<file path="src/wsd_pkg.sv">
// ----------------------------------------------------------------------------
// wsd_pkg
// Shared types and constants for the WebSocket frame deframer.
// ----------------------------------------------------------------------------
package wsd_pkg;

	// Width kept for the payload length (16..64)
	localparam int LENGTH_BITS = 64;

	// Seven-bit length codes that announce an extended length
	localparam logic [6:0] LEN_CODE_EXT16 = 7'd126;
	localparam logic [6:0] LEN_CODE_EXT64 = 7'd127;

	// Extension and key byte counts
	localparam logic [3:0] EXT16_BYTES = 4'd2;
	localparam logic [3:0] EXT64_BYTES = 4'd8;
	localparam logic [2:0] KEY_BYTES   = 3'd4;

	// Parser phase, one-hot
	typedef enum logic [4:0] {
		PH_HDR0 = 5'b00001,
		PH_HDR1 = 5'b00010,
		PH_EXT  = 5'b00100,
		PH_KEY  = 5'b01000,
		PH_DATA = 5'b10000
	} phase_t;

	// One result beat
	typedef struct packed {
		logic       empty_frame;
		logic [7:0] data_byte;
		logic       final_fragment;
		logic [3:0] frame_opcode;
		logic       first_of_frame;
		logic       last_of_frame;
	} res_t;

endpackage

</file>
<file path="src/wsd_parser.sv">
// ----------------------------------------------------------------------------
// wsd_parser
// Byte-serial frame header parser and payload unmasker; one byte per beat.
// ----------------------------------------------------------------------------
module wsd_parser (
	input  logic             clk,
	input  logic             arst_n,
	input  logic             take,
	input  logic [7:0]       stream_byte,
	output logic             res_valid,
	output wsd_pkg::res_t    res
);
	import wsd_pkg::*;

	phase_t                 phase_q,    phase_d;
	logic                   fin_q,      fin_d;
	logic [3:0]             opcode_q,   opcode_d;
	logic                   masked_q,   masked_d;
	logic [3:0]             ext_left_q, ext_left_d;
	logic [LENGTH_BITS-1:0] len_q,      len_d;
	logic [31:0]            key_q,      key_d;
	logic [2:0]             key_left_q, key_left_d;
	logic [1:0]             key_idx_q,  key_idx_d;
	logic [LENGTH_BITS-1:0] pay_left_q, pay_left_d;
	logic                   first_q,    first_d;

	logic [LENGTH_BITS-1:0] len_shift;
	logic [2:0]             key_left_dec;
	logic [3:0]             ext_left_dec;
	logic [7:0]             key_byte;
	logic                   pay_last;

	assign len_shift    = {len_q[LENGTH_BITS-9:0], stream_byte};
	assign ext_left_dec = (ext_left_q != 4'd0) ? ext_left_q - 4'd1 : 4'd0;
	assign key_left_dec = (key_left_q != 3'd0) ? key_left_q - 3'd1 : 3'd0;
	assign key_byte     = key_q[(2'd3 - key_idx_q) * 8 +: 8];
	// last byte once at most one remains (a zero count also ends the frame)
	assign pay_last     = (pay_left_q[LENGTH_BITS-1:1] == '0);

	// next state and result
	always_comb begin
		phase_d    = phase_q;
		fin_d      = fin_q;
		opcode_d   = opcode_q;
		masked_d   = masked_q;
		ext_left_d = ext_left_q;
		len_d      = len_q;
		key_d      = key_q;
		key_left_d = key_left_q;
		key_idx_d  = key_idx_q;
		pay_left_d = pay_left_q;
		first_d    = first_q;
		res_valid  = 1'b0;
		res        = '{empty_frame: 1'b1, data_byte: 8'd0, final_fragment: fin_q,
		               frame_opcode: opcode_q, first_of_frame: 1'b1,
		               last_of_frame: 1'b1};

		unique case (phase_q)
			PH_HDR1: begin
				masked_d = stream_byte[7];
				if (stream_byte[6:0] == LEN_CODE_EXT16) begin
					len_d      = '0;
					ext_left_d = EXT16_BYTES;
					phase_d    = PH_EXT;
				end else if (stream_byte[6:0] == LEN_CODE_EXT64) begin
					len_d      = '0;
					ext_left_d = EXT64_BYTES;
					phase_d    = PH_EXT;
				end else begin
					len_d = {{(LENGTH_BITS-7){1'b0}}, stream_byte[6:0]};
					if (stream_byte[7]) begin
						key_left_d = KEY_BYTES;
						phase_d    = PH_KEY;
					end else begin
						pay_left_d = len_d;
						key_idx_d  = 2'd0;
						if (stream_byte[6:0] == 7'd0) begin
							res_valid = 1'b1;
							first_d   = 1'b1;
							phase_d   = PH_HDR0;
						end else begin
							phase_d = PH_DATA;
						end
					end
				end
			end
			PH_EXT: begin
				len_d      = len_shift;
				ext_left_d = ext_left_dec;
				if (ext_left_dec == 4'd0) begin
					if (masked_q) begin
						key_left_d = KEY_BYTES;
						phase_d    = PH_KEY;
					end else begin
						pay_left_d = len_shift;
						key_idx_d  = 2'd0;
						if (len_shift == '0) begin
							res_valid = 1'b1;
							first_d   = 1'b1;
							phase_d   = PH_HDR0;
						end else begin
							phase_d = PH_DATA;
						end
					end
				end
			end
			PH_KEY: begin
				key_d      = {key_q[23:0], stream_byte};
				key_left_d = key_left_dec;
				if (key_left_dec == 3'd0) begin
					pay_left_d = len_q;
					key_idx_d  = 2'd0;
					if (len_q == '0) begin
						res_valid = 1'b1;
						first_d   = 1'b1;
						phase_d   = PH_HDR0;
					end else begin
						phase_d = PH_DATA;
					end
				end
			end
			PH_DATA: begin
				key_idx_d  = key_idx_q + 2'd1;
				pay_left_d = (pay_left_q != '0) ? pay_left_q - LENGTH_BITS'(1) : '0;
				res_valid  = 1'b1;
				res.empty_frame    = 1'b0;
				res.data_byte      = stream_byte ^ key_byte;
				res.first_of_frame = first_q;
				res.last_of_frame  = pay_last;
				first_d = pay_last;
				if (pay_last) begin
					phase_d = PH_HDR0;
				end
			end
			default: begin
				// first header byte; RSV bits dropped
				fin_d     = stream_byte[7];
				opcode_d  = stream_byte[3:0];
				masked_d  = 1'b0;
				key_d     = '0;
				key_idx_d = 2'd0;
				first_d   = 1'b1;
				phase_d   = PH_HDR1;
			end
		endcase
	end

	// state update on each accepted beat
	always_ff @(posedge clk or negedge arst_n) begin
		if (!arst_n) begin
			phase_q    <= PH_HDR0;
			fin_q      <= 1'b0;
			opcode_q   <= 4'd0;
			masked_q   <= 1'b0;
			ext_left_q <= 4'd0;
			len_q      <= '0;
			key_q      <= '0;
			key_left_q <= 3'd0;
			key_idx_q  <= 2'd0;
			pay_left_q <= '0;
			first_q    <= 1'b1;
		end else if (take) begin
			phase_q    <= phase_d;
			fin_q      <= fin_d;
			opcode_q   <= opcode_d;
			masked_q   <= masked_d;
			ext_left_q <= ext_left_d;
			len_q      <= len_d;
			key_q      <= key_d;
			key_left_q <= key_left_d;
			key_idx_q  <= key_idx_d;
			pay_left_q <= pay_left_d;
			first_q    <= first_d;
		end
	end

endmodule

</file>
<file path="src/wsd_out_buf.sv">
// ----------------------------------------------------------------------------
// wsd_out_buf
// Result register with a skid stage, so the input side keeps going while a
// result waits.
// ----------------------------------------------------------------------------
module wsd_out_buf (
	input  logic          clk,
	input  logic          arst_n,
	input  logic          push,
	input  wsd_pkg::res_t push_data,
	output logic          full,
	output logic          out_valid,
	input  logic          out_stall,
	output wsd_pkg::res_t out_data
);
	import wsd_pkg::*;

	logic main_valid_q;
	res_t main_q;
	logic skid_valid_q;
	res_t skid_q;
	logic main_free;

	assign main_free = !main_valid_q || !out_stall;
	assign full      = skid_valid_q;
	assign out_valid = main_valid_q;
	assign out_data  = main_q;

	// control: skid is only filled while the main register is held
	always_ff @(posedge clk or negedge arst_n) begin
		if (!arst_n) begin
			main_valid_q <= 1'b0;
			skid_valid_q <= 1'b0;
		end else if (main_free) begin
			main_valid_q <= skid_valid_q || push;
			skid_valid_q <= 1'b0;
		end else if (push) begin
			skid_valid_q <= 1'b1;
		end
	end

	// payload
	always_ff @(posedge clk) begin
		if (main_free) begin
			main_q <= skid_valid_q ? skid_q : push_data;
		end else if (push) begin
			skid_q <= push_data;
		end
	end

endmodule

</file>
<file path="src/websocket_frame_deframer_top.sv">
// ----------------------------------------------------------------------------
// websocket_frame_deframer_top
// Deframes WebSocket frames from a byte stream and emits unmasked payload
// bytes with frame marks, or one marker beat for an empty frame.
//
//  channel | direction | handshake           | payload
//  --------+-----------+---------------------+---------------------------------
//  input   | in        | in_valid / in_stall | stream_byte
//  output  | out       | out_valid/out_stall | empty_frame, data_byte,
//          |           |                     | final_fragment, frame_opcode,
//          |           |                     | first_of_frame, last_of_frame
//
// One byte is taken every cycle while in_stall is low. Parser state, result
// register and its skid stage are the only stages; results are registered.
// Reset (arst_n low) returns the parser to the first header byte.
// in_stall rises only when both the result register and its skid stage hold
// beats; it does not depend on in_valid.
// ----------------------------------------------------------------------------
module websocket_frame_deframer_top (
	input  logic       clk,
	input  logic       arst_n,
	input  logic       in_valid,
	output logic       in_stall,
	input  logic [7:0] stream_byte,
	output logic       out_valid,
	input  logic       out_stall,
	output logic       empty_frame,
	output logic [7:0] data_byte,
	output logic       final_fragment,
	output logic [3:0] frame_opcode,
	output logic       first_of_frame,
	output logic       last_of_frame
);
	import wsd_pkg::*;

	logic take;
	logic res_valid;
	res_t res;
	logic buf_full;
	res_t out_res;

	assign in_stall = buf_full;
	assign take     = in_valid && !buf_full;

	wsd_parser u_parser (
		.clk         (clk),
		.arst_n      (arst_n),
		.take        (take),
		.stream_byte (stream_byte),
		.res_valid   (res_valid),
		.res         (res)
	);

	wsd_out_buf u_out_buf (
		.clk       (clk),
		.arst_n    (arst_n),
		.push      (take && res_valid),
		.push_data (res),
		.full      (buf_full),
		.out_valid (out_valid),
		.out_stall (out_stall),
		.out_data  (out_res)
	);

	// result fields onto their ports
	assign empty_frame    = out_res.empty_frame;
	assign data_byte      = out_res.data_byte;
	assign final_fragment = out_res.final_fragment;
	assign frame_opcode   = out_res.frame_opcode;
	assign first_of_frame = out_res.first_of_frame;
	assign last_of_frame  = out_res.last_of_frame;

endmodule
</file>
<file path="config.mk">
export PLATFORM = sky130hd
export DESIGN_NAME = websocket_frame_deframer_top
export DESIGN_NICKNAME = d
export VERILOG_FILES = /design/src/wsd_pkg.sv /design/src/wsd_parser.sv /design/src/wsd_out_buf.sv /design/src/websocket_frame_deframer_top.sv
export SDC_FILE = /design/constraint.sdc
export NUM_CORES = 1
export LEC_CHECK = 0
export CELL_PAD_IN_SITES_DETAIL_PLACEMENT = 2
export CELL_PAD_IN_SITES_GLOBAL_PLACEMENT = 2
export CORE_UTILIZATION = 45
export DETAILED_ROUTE_END_ITERATION = 8
export DONT_BUFFER_PORTS = 1
export PLACE_DENSITY_LB_ADDON = 0.3
export SYNTH_ARGS = -nofsm -noshare
export SYNTH_HDL_FRONTEND = slang
export SYNTH_HIERARCHICAL = 1
export SYNTH_SLANG_ARGS = --single-unit
</file>
<file path="constraint.sdc">
create_clock -name clk -period 4.5 [get_ports clk]
set_input_delay 0.45 -clock clk [delete_from_list [all_inputs] [get_ports clk]]
set_output_delay 0.45 -clock clk [all_outputs]
set_load 0.02 [all_outputs]
</file>
## Yosys cells after proc, flatten, opt, wreduce, memory -nomap -nowiden

Index checks and enable logic that the tools add are counted.

| word-level totals | value |
|---|---|
| register bits | 215 |
| word-level logic and storage cells | 156 |

| cells by class | value |
|---|---|
| $add $sub $neg | 5 |
| eq/ne operators | 19 |
| shifts and indexed selects | 1 |
| muxes and demuxes | 67 |
| bitwise operators | 5 |
| reductions and logical operators | 34 |

Operators by type and width:

| cell | number |
|---|---|
| $mux 64 | 8 |
| $pmux 64 s4 | 1 |
| $logic_not 64->1 | 2 |
| $pmux 64 s2 | 1 |
| $pmux 32 s2 | 1 |
| $reduce_bool 64->1 | 1 |
| $sub 64x1->64 const B | 1 |
| $logic_not 63->1 | 1 |
| $mux 5 | 10 |
| $shiftx 32x33->8 | 1 |
| $mux 1 | 20 |
| $pmux 5 s4 | 1 |
| $mux 3 | 6 |
| $mux 16 | 1 |
| $eq 7x7->1 const B | 2 |
| $mux 2 | 7 |
| $ne 2x1->1 const B | 7 |
| $reduce_and 7->1 | 2 |
| $mux 4 | 3 |
| $ne 2x2->1 const B | 5 |
| $reduce_and 10->1 | 1 |
| $reduce_and 2->1 | 5 |
| $mux 9 | 1 |
| $pmux 3 s3 | 1 |
| 30 further kinds | 42 |

## Longest topological paths before layout

| logic depth | value |
|---|---|
| depth after elaboration | 9 |
| gate-level depth with buffers | 10 |
| mapped depth without buffers | 9 |

## Hierarchy

The synthesis kept the hierarchy.

Modules (own cells, without submodules):

| module | instances | cells each | area an instance (µm²) | seq. area each (µm²) |
|---|---|---|---|---|
| wsd_parser | 1 | 1035 | 9887.0 | 4531.8 |
| wsd_out_buf | 1 | 56 | 1282.5 | 1011.0 |
| websocket_frame_deframer_top | 1 | 2 | 15.0 | 0.0 |

## Worst setup path after synthesis

Ideal clock, no wire load.

| timing | value |
|---|---|
| path type | register to register |
| from | register u_parser.phase_q[1] |
| to | register u_out_buf/skid_q[0] (netlist name), enable pin |
| setup time | 0.374 ns |
| arrival time | 2.463 ns |
| required time | 4.126 ns |
| slack | 1.663 ns |
| stages on the path, launching flop included | 10 |
| buffers on the path | 1 |
| clock period less this slack | 2.837 ns |
| cells stage by stage | dfrtp_1 -> or3_1 -> nor3b_1 -> clkbuf_1 -> and3_1 -> a22o_1 -> nand2_1 -> nand2_1 -> and3b_1 -> and3_1 |

| on the way | value |
|---|---|
| longest elaborated chain between the ends | 4 |
| elaborated cells between the ends (all ways) | 7 |
| classes of those cells | eq/ne: 4; mux: 1; reduce/logical: 2 |

Ends and longest elaborated chain:

| what | RTL line | text |
|---|---|---|
| start: declaration | wsd_parser.sv:15 | `phase_t phase_q, phase_d;` |
| start signal: assignment | wsd_parser.sv:163 | `phase_q <= phase_d;` |
| $eq 5x5->1 (tied with other cells) | wsd_parser.sv:58 | `unique case (phase_q)` |
| $pmux 1 s4 (*) | wsd_parser.sv:58 |  |
| named net res_valid | websocket_frame_deframer_top.sv:37 | `logic res_valid;` |
| $logic_and 1x1->1 (*) | websocket_frame_deframer_top.sv:57 | `.push (take && res_valid),` |
| $reduce_and 2->1 (no source line) (*) | - |  |
| end signal: assignment | wsd_out_buf.sv:47 | `skid_q <= push_data;` |
| end: declaration | wsd_out_buf.sv:21 | `res_t skid_q;` |

Mark *: on every way through the listed nets, which the timed path passes. The rest lies on a longest branch.
A chain may end at the register's enable or synchronous reset.

## Worst setup path in the final report

| timing | value |
|---|---|
| from | register u_parser.len_q[4] |
| to | register u_out_buf/skid_q[12] (netlist name), enable pin |

| on the way | value |
|---|---|
| longest elaborated chain between the ends | 7 |
| elaborated cells between the ends (all ways) | 10 |
| classes of those cells | mux: 6; reduce/logical: 4 |

Ends and longest elaborated chain:

| what | RTL line | text |
|---|---|---|
| start: declaration | wsd_parser.sv:20 | `logic [LENGTH_BITS-1:0] len_q, len_d;` |
| start signal: assignment | wsd_parser.sv:168 | `len_q <= len_d;` |
| $logic_not 64->1 | wsd_parser.sv:97 | `if (len_shift == '0) begin` |
| $mux 1 | wsd_parser.sv:97 |  |
| $mux 1 | wsd_parser.sv:91 | `if (masked_q) begin` |
| $mux 1 | wsd_parser.sv:90 | `if (ext_left_dec == 4'd0) begin` |
| $pmux 1 s4 (*) | wsd_parser.sv:58 |  |
| named net res_valid | websocket_frame_deframer_top.sv:37 |  |
| $logic_and 1x1->1 (*) | websocket_frame_deframer_top.sv:57 |  |
| $reduce_and 2->1 (no source line) (*) | - |  |

Marked as above.

==> results.md <==
| Item | Value | Unit |
|:---|:---|:---|
| Slew of the pin with the lowest slew margin | 1.32 | ns |
| Required time of the critical path | 4.65 | ns |
| Crit path capture type | flip-flop | - |
| Min Clock Period, post-route | 4.07 | ns |
| Post-CTS sizing | 0 | - |
| Reg2reg setup slack | 0.43 | ns |
| Worst Path Buf+Inv | 0 | - |
| Leak | 0.00505 | uW |
| Count of flip-flops with a built-in enable after synthesis | 32 | - |
| Number of diodes | 0 | - |
| Fill count | 2450 | - |
| Peak per-stage delay on the critical path | 0.90 | ns |
| Worst hold-check path type | in2async | - |
| Final Wtd Congestion | 0.893 | - |
| Routed WL per cell | 32.0 | um |
| Fraction of synthesis flops using an asynchronous set or reset pin | 85.1 | % |
| First-pass GRT wire length | 69200 | um |
| ANT nets after route | 0 | - |
| Synth warn | 6 | - |
| Detailed Place HPWL | 28300 | um |
| Max Cap Viol | 0 | - |
| Initial antenna violation count | 0 | - |
| Die Width | 160 | um |
| Commonest register cell after synthesis | sky130_fd_sc_hd__dfrtp_1 | - |
| Worst-path maximum fanout | 16 | - |
| Ratio of final minimum period to clock period | 90.4 | % |
| Number of max-slew violations in the final report | 0 | - |
| Initial Utilization | 46.0 | % |
| Postcts setup bufs | 0 | - |
| Buffer type at the clock tree root | sky130_fd_sc_hd__clkbuf_16 | - |
| Setup Skew | 0.0109 | ns |
| Share of the yosys chip area belonging to registers | 49.6 | % |
| Total number of clock tree sinks | 215 | - |
| Outcome | finished, violations left | - |
| TritonCTS clock tree | built | - |
| Number of vias after detailed routing | 10039 | - |
| Via density | 7.18 | - |
| Pwr dens | 522 | mW/mm2 |
| FP Rows | 57 | - |
| Post-Route Setup TNS | 0 | ns |
| Nets in the synthesized netlist | 1108 | - |
| DRC violation count after routing | 0 | - |
| Violation count after the first detailed-route iteration | 1121 | - |
| Worst setup path class | reg2reg | - |
| Io pins | 30 | - |
| Net count of the finished layout | 1071 | - |
| Post-placement cell count | 1354 | - |
| Grt total ovfl | 0 | - |
| Cell with the largest stage delay on the worst path | sky130_fd_sc_hd__nor4_1 | - |
| Number of unique standard cell types used by synthesis | 77 | - |
| Violated checks | hold timing | - |
| Max frequency | 0.246 | GHz |
| Top delay family on crit path | simple AND/OR/NAND/NOR gates | - |
| All-Layer GR Usage | 35.6 | % |
| Number of standard cells in the layout, taps in and fillers out | 1398 | - |
| Core region area | 0.0243 | mm2 |
| Count of input and output buffers | 0 | - |
| End-of-flow core utilization | 50.0 | % |
| Cell-by-cell trace of the critical path | nor4_1, nand4_1, nor4_1, nand2_1, nand2_1, and3b_1, and3_1 | - |
| Worst hold slack | -0.380 | ns |
| Crit start category | flip-flop | - |
| Longest Clk Path Bufs | 3 | - |
| Number of cells produced by synthesis | 1093 | - |
| Worst-Skew Late Latency | 0.53 | ns |
| Worst VDD drop | 0.245 | mV |
| Number of CTS-inserted buffers | 24 | - |
| Number of H-tree levels | 1 | - |
| Area overhead of the layout relative to synthesis | 8.63 | % |
| Average footprint of a synthesized cell | 10.2 | um2 |
| Worst Path Arrival | 4.22 | ns |
| Via count of the first global-routing pass | 10808 | - |
| Detailed-route wire length | 44700 | um |
| Relative slew margins | 11.9 | % |
| First drt pass iteration count | 5 | - |
| Post-synth design cell area | 0.0112 | mm2 |
| Pin count of the biggest net entering global routing | 184 | - |
| Y dimension of the die | 160 | um |
| Overall die area | 0.0255 | mm2 |
| Clock Pin Slew Worst Setup and Hold Paths | 0.06 | ns |
| Setup violators final | 0 | - |
| Seq cells post-synth | 215 | - |
| Proportion of layout cells with a drive suffix above 1 | 10.4 | % |
| Number of hold violations in the final report | 183 | - |
| Unrepaired setup endpoints after global routing | false | - |
| Post-layout power | 6350 | uW |
==> synthesized netlist by cell type, types with 6 or more instances <==
master	instances	area, um2
sky130_fd_sc_hd__dfrtp_1	181	4530
sky130_fd_sc_hd__nand2_1	104	390
sky130_fd_sc_hd__a22o_1	87	762
sky130_fd_sc_hd__nor2_1	68	255
sky130_fd_sc_hd__o21ai_0	61	305
sky130_fd_sc_hd__clkbuf_1	60	225
sky130_fd_sc_hd__nor4_1	40	250
sky130_fd_sc_hd__nor3_1	39	195
sky130_fd_sc_hd__a22oi_1	36	270
sky130_fd_sc_hd__edfxtp_1	32	961
sky130_fd_sc_hd__a21oi_1	29	145
sky130_fd_sc_hd__nand3_1	24	120
sky130_fd_sc_hd__o22ai_1	24	150
sky130_fd_sc_hd__inv_1	20	75.1
sky130_fd_sc_hd__o21ai_1	15	75.1
sky130_fd_sc_hd__mux2_2	14	158
sky130_fd_sc_hd__a222oi_1	13	130
sky130_fd_sc_hd__o31ai_1	13	97.6
sky130_fd_sc_hd__a211o_1	11	96.3
sky130_fd_sc_hd__a31oi_1	11	68.8
sky130_fd_sc_hd__or3_1	11	68.8
sky130_fd_sc_hd__or4_1	11	82.6
sky130_fd_sc_hd__xnor2_1	11	96.3
sky130_fd_sc_hd__nand4_1	10	62.6
sky130_fd_sc_hd__o2bb2ai_1	10	87.6
sky130_fd_sc_hd__buf_1	8	30.0
sky130_fd_sc_hd__mux2_4	8	120
sky130_fd_sc_hd__mux4_2	8	180
sky130_fd_sc_hd__nand2b_1	7	43.8
sky130_fd_sc_hd__a21o_1	6	45.0
sky130_fd_sc_hd__a221o_1	6	60.1
sky130_fd_sc_hd__and2_1	6	37.5
sky130_fd_sc_hd__buf_2	6	30.0
sky130_fd_sc_hd__o41ai_1	6	52.6
==> per-stage QoR <==
stage	setup WS, ns	cell area [um2]
after global routing	0.437	12100
after global placement	0.830	11400
final	0.433	12100
after detailed placement	0.722	11400
after CTS	0.568	12100
after floorplan	1.66	11200
==> area by class of cell <==
class | count | area (um2) | area share [%]
flip-flops and latches | 215 | 5540 | 45.6
multi-input cells | 774 | 5220 | 42.9
clock buffers | 33 | 656 | 5.40
well taps | 324 | 405 | 3.34
repair buffers | 20 | 150 | 1.24
clock inverters | 11 | 100 | 0.824
inverters | 21 | 78.8 | 0.649
==> layout by cell type, fill, tap and decap left out, types with 14 or more instances in the layout <==
| cell | netlist | layout |
|---|---|---|
| sky130_fd_sc_hd__a21oi_1 | 29 | 28 |
| sky130_fd_sc_hd__a22o_1 | 87 | 87 |
| sky130_fd_sc_hd__a22oi_1 | 36 | 36 |
| sky130_fd_sc_hd__buf_4 | 5 | 20 |
| sky130_fd_sc_hd__clkbuf_16 | 0 | 25 |
| sky130_fd_sc_hd__dfrtp_1 | 181 | 181 |
| sky130_fd_sc_hd__edfxtp_1 | 32 | 32 |
| sky130_fd_sc_hd__inv_1 | 20 | 20 |
| sky130_fd_sc_hd__mux2_2 | 14 | 14 |
| sky130_fd_sc_hd__nand2_1 | 104 | 103 |
| sky130_fd_sc_hd__nand3_1 | 24 | 22 |
| sky130_fd_sc_hd__nor2_1 | 68 | 67 |
| sky130_fd_sc_hd__nor3_1 | 39 | 39 |
| sky130_fd_sc_hd__nor4_1 | 40 | 40 |
| sky130_fd_sc_hd__o21ai_0 | 61 | 61 |
| sky130_fd_sc_hd__o21ai_1 | 15 | 15 |
| sky130_fd_sc_hd__o22ai_1 | 24 | 24 |
==> logic make-up after synthesis <==
group,Yosys count,synth area share (%)
compound gates,362,23.7
simple gates,362,16.9
fa+ha+maj,3,0.336
mux,31,4.20
xor+xnor,16,1.25
buf+inv,104,4.07
flops,215,49.6
==> sequential cells by signal (all words and copies together) (netlist names) <==
name	count
u_parser/ext_left_q	4
u_out_buf/out_valid	1
u_parser/masked_q	1
u_parser/pay_left_q	64
u_parser/key_left_q	3
u_parser/fin_q	1
u_parser/phase_q	5
u_parser/first_q	1
u_parser/key_idx_q	2
u_out_buf/full	1
u_parser/key_q	32
u_parser/len_q	64
u_parser/opcode_q	4
u_out_buf/skid_q	16
u_out_buf/out_data	16
==> layer usage <==
| metal | routed length [um] | GRT usage, % | up-vias | share of wire [%] |
|---|---|---|---|---|
| li1 | - | - | 4152 | - |
| met1 | 18200 | 47.3 | 5238 | 41 |
| met2 | 21600 | 58.5 | 512 | 48 |
| met3 | 3120 | 5.43 | 137 | 7.0 |
| met4 | 1790 | 14.7 | 0 | 4.0 |
| met5 | 0 | 0 | - | 0 |
==> where the power goes <==
| part | internal [uW] | leakage, uW | total [uW] | switching [uW] |
|---|---|---|---|---|
| combinational | 533 | 0.00187 | 1750 | 1220 |
| clock | 1130 | 0.000372 | 1960 | 832 |
| sequential | 2230 | 0.00281 | 2640 | 403 |
==> worst paths after layout <==
path | end | cells past startpoint | from
min in group clk | u_parser/key_q[5]$_DFFE_PN0P_ | 2 | stream_byte[5]
min | u_parser/opcode_q[2]$_DFFE_PN0P_ | 0 | arst_n
max in group asynchronous | u_parser/len_q[0]$_DFFE_PN0P_ | 0 | arst_n
max reg2reg | u_out_buf/skid_q[12]$_DFFE_PP_ | 7 | u_parser/len_q[4]$_DFFE_PN0P_
min reg2reg | u_parser/key_q[26]$_DFFE_PN0P_ | 2 | u_parser/key_q[26]$_DFFE_PN0P_
max | u_out_buf/skid_q[12]$_DFFE_PP_ | 7 | u_parser/len_q[4]$_DFFE_PN0P_
No activity file was read; power rests on OpenSTA's default activity.
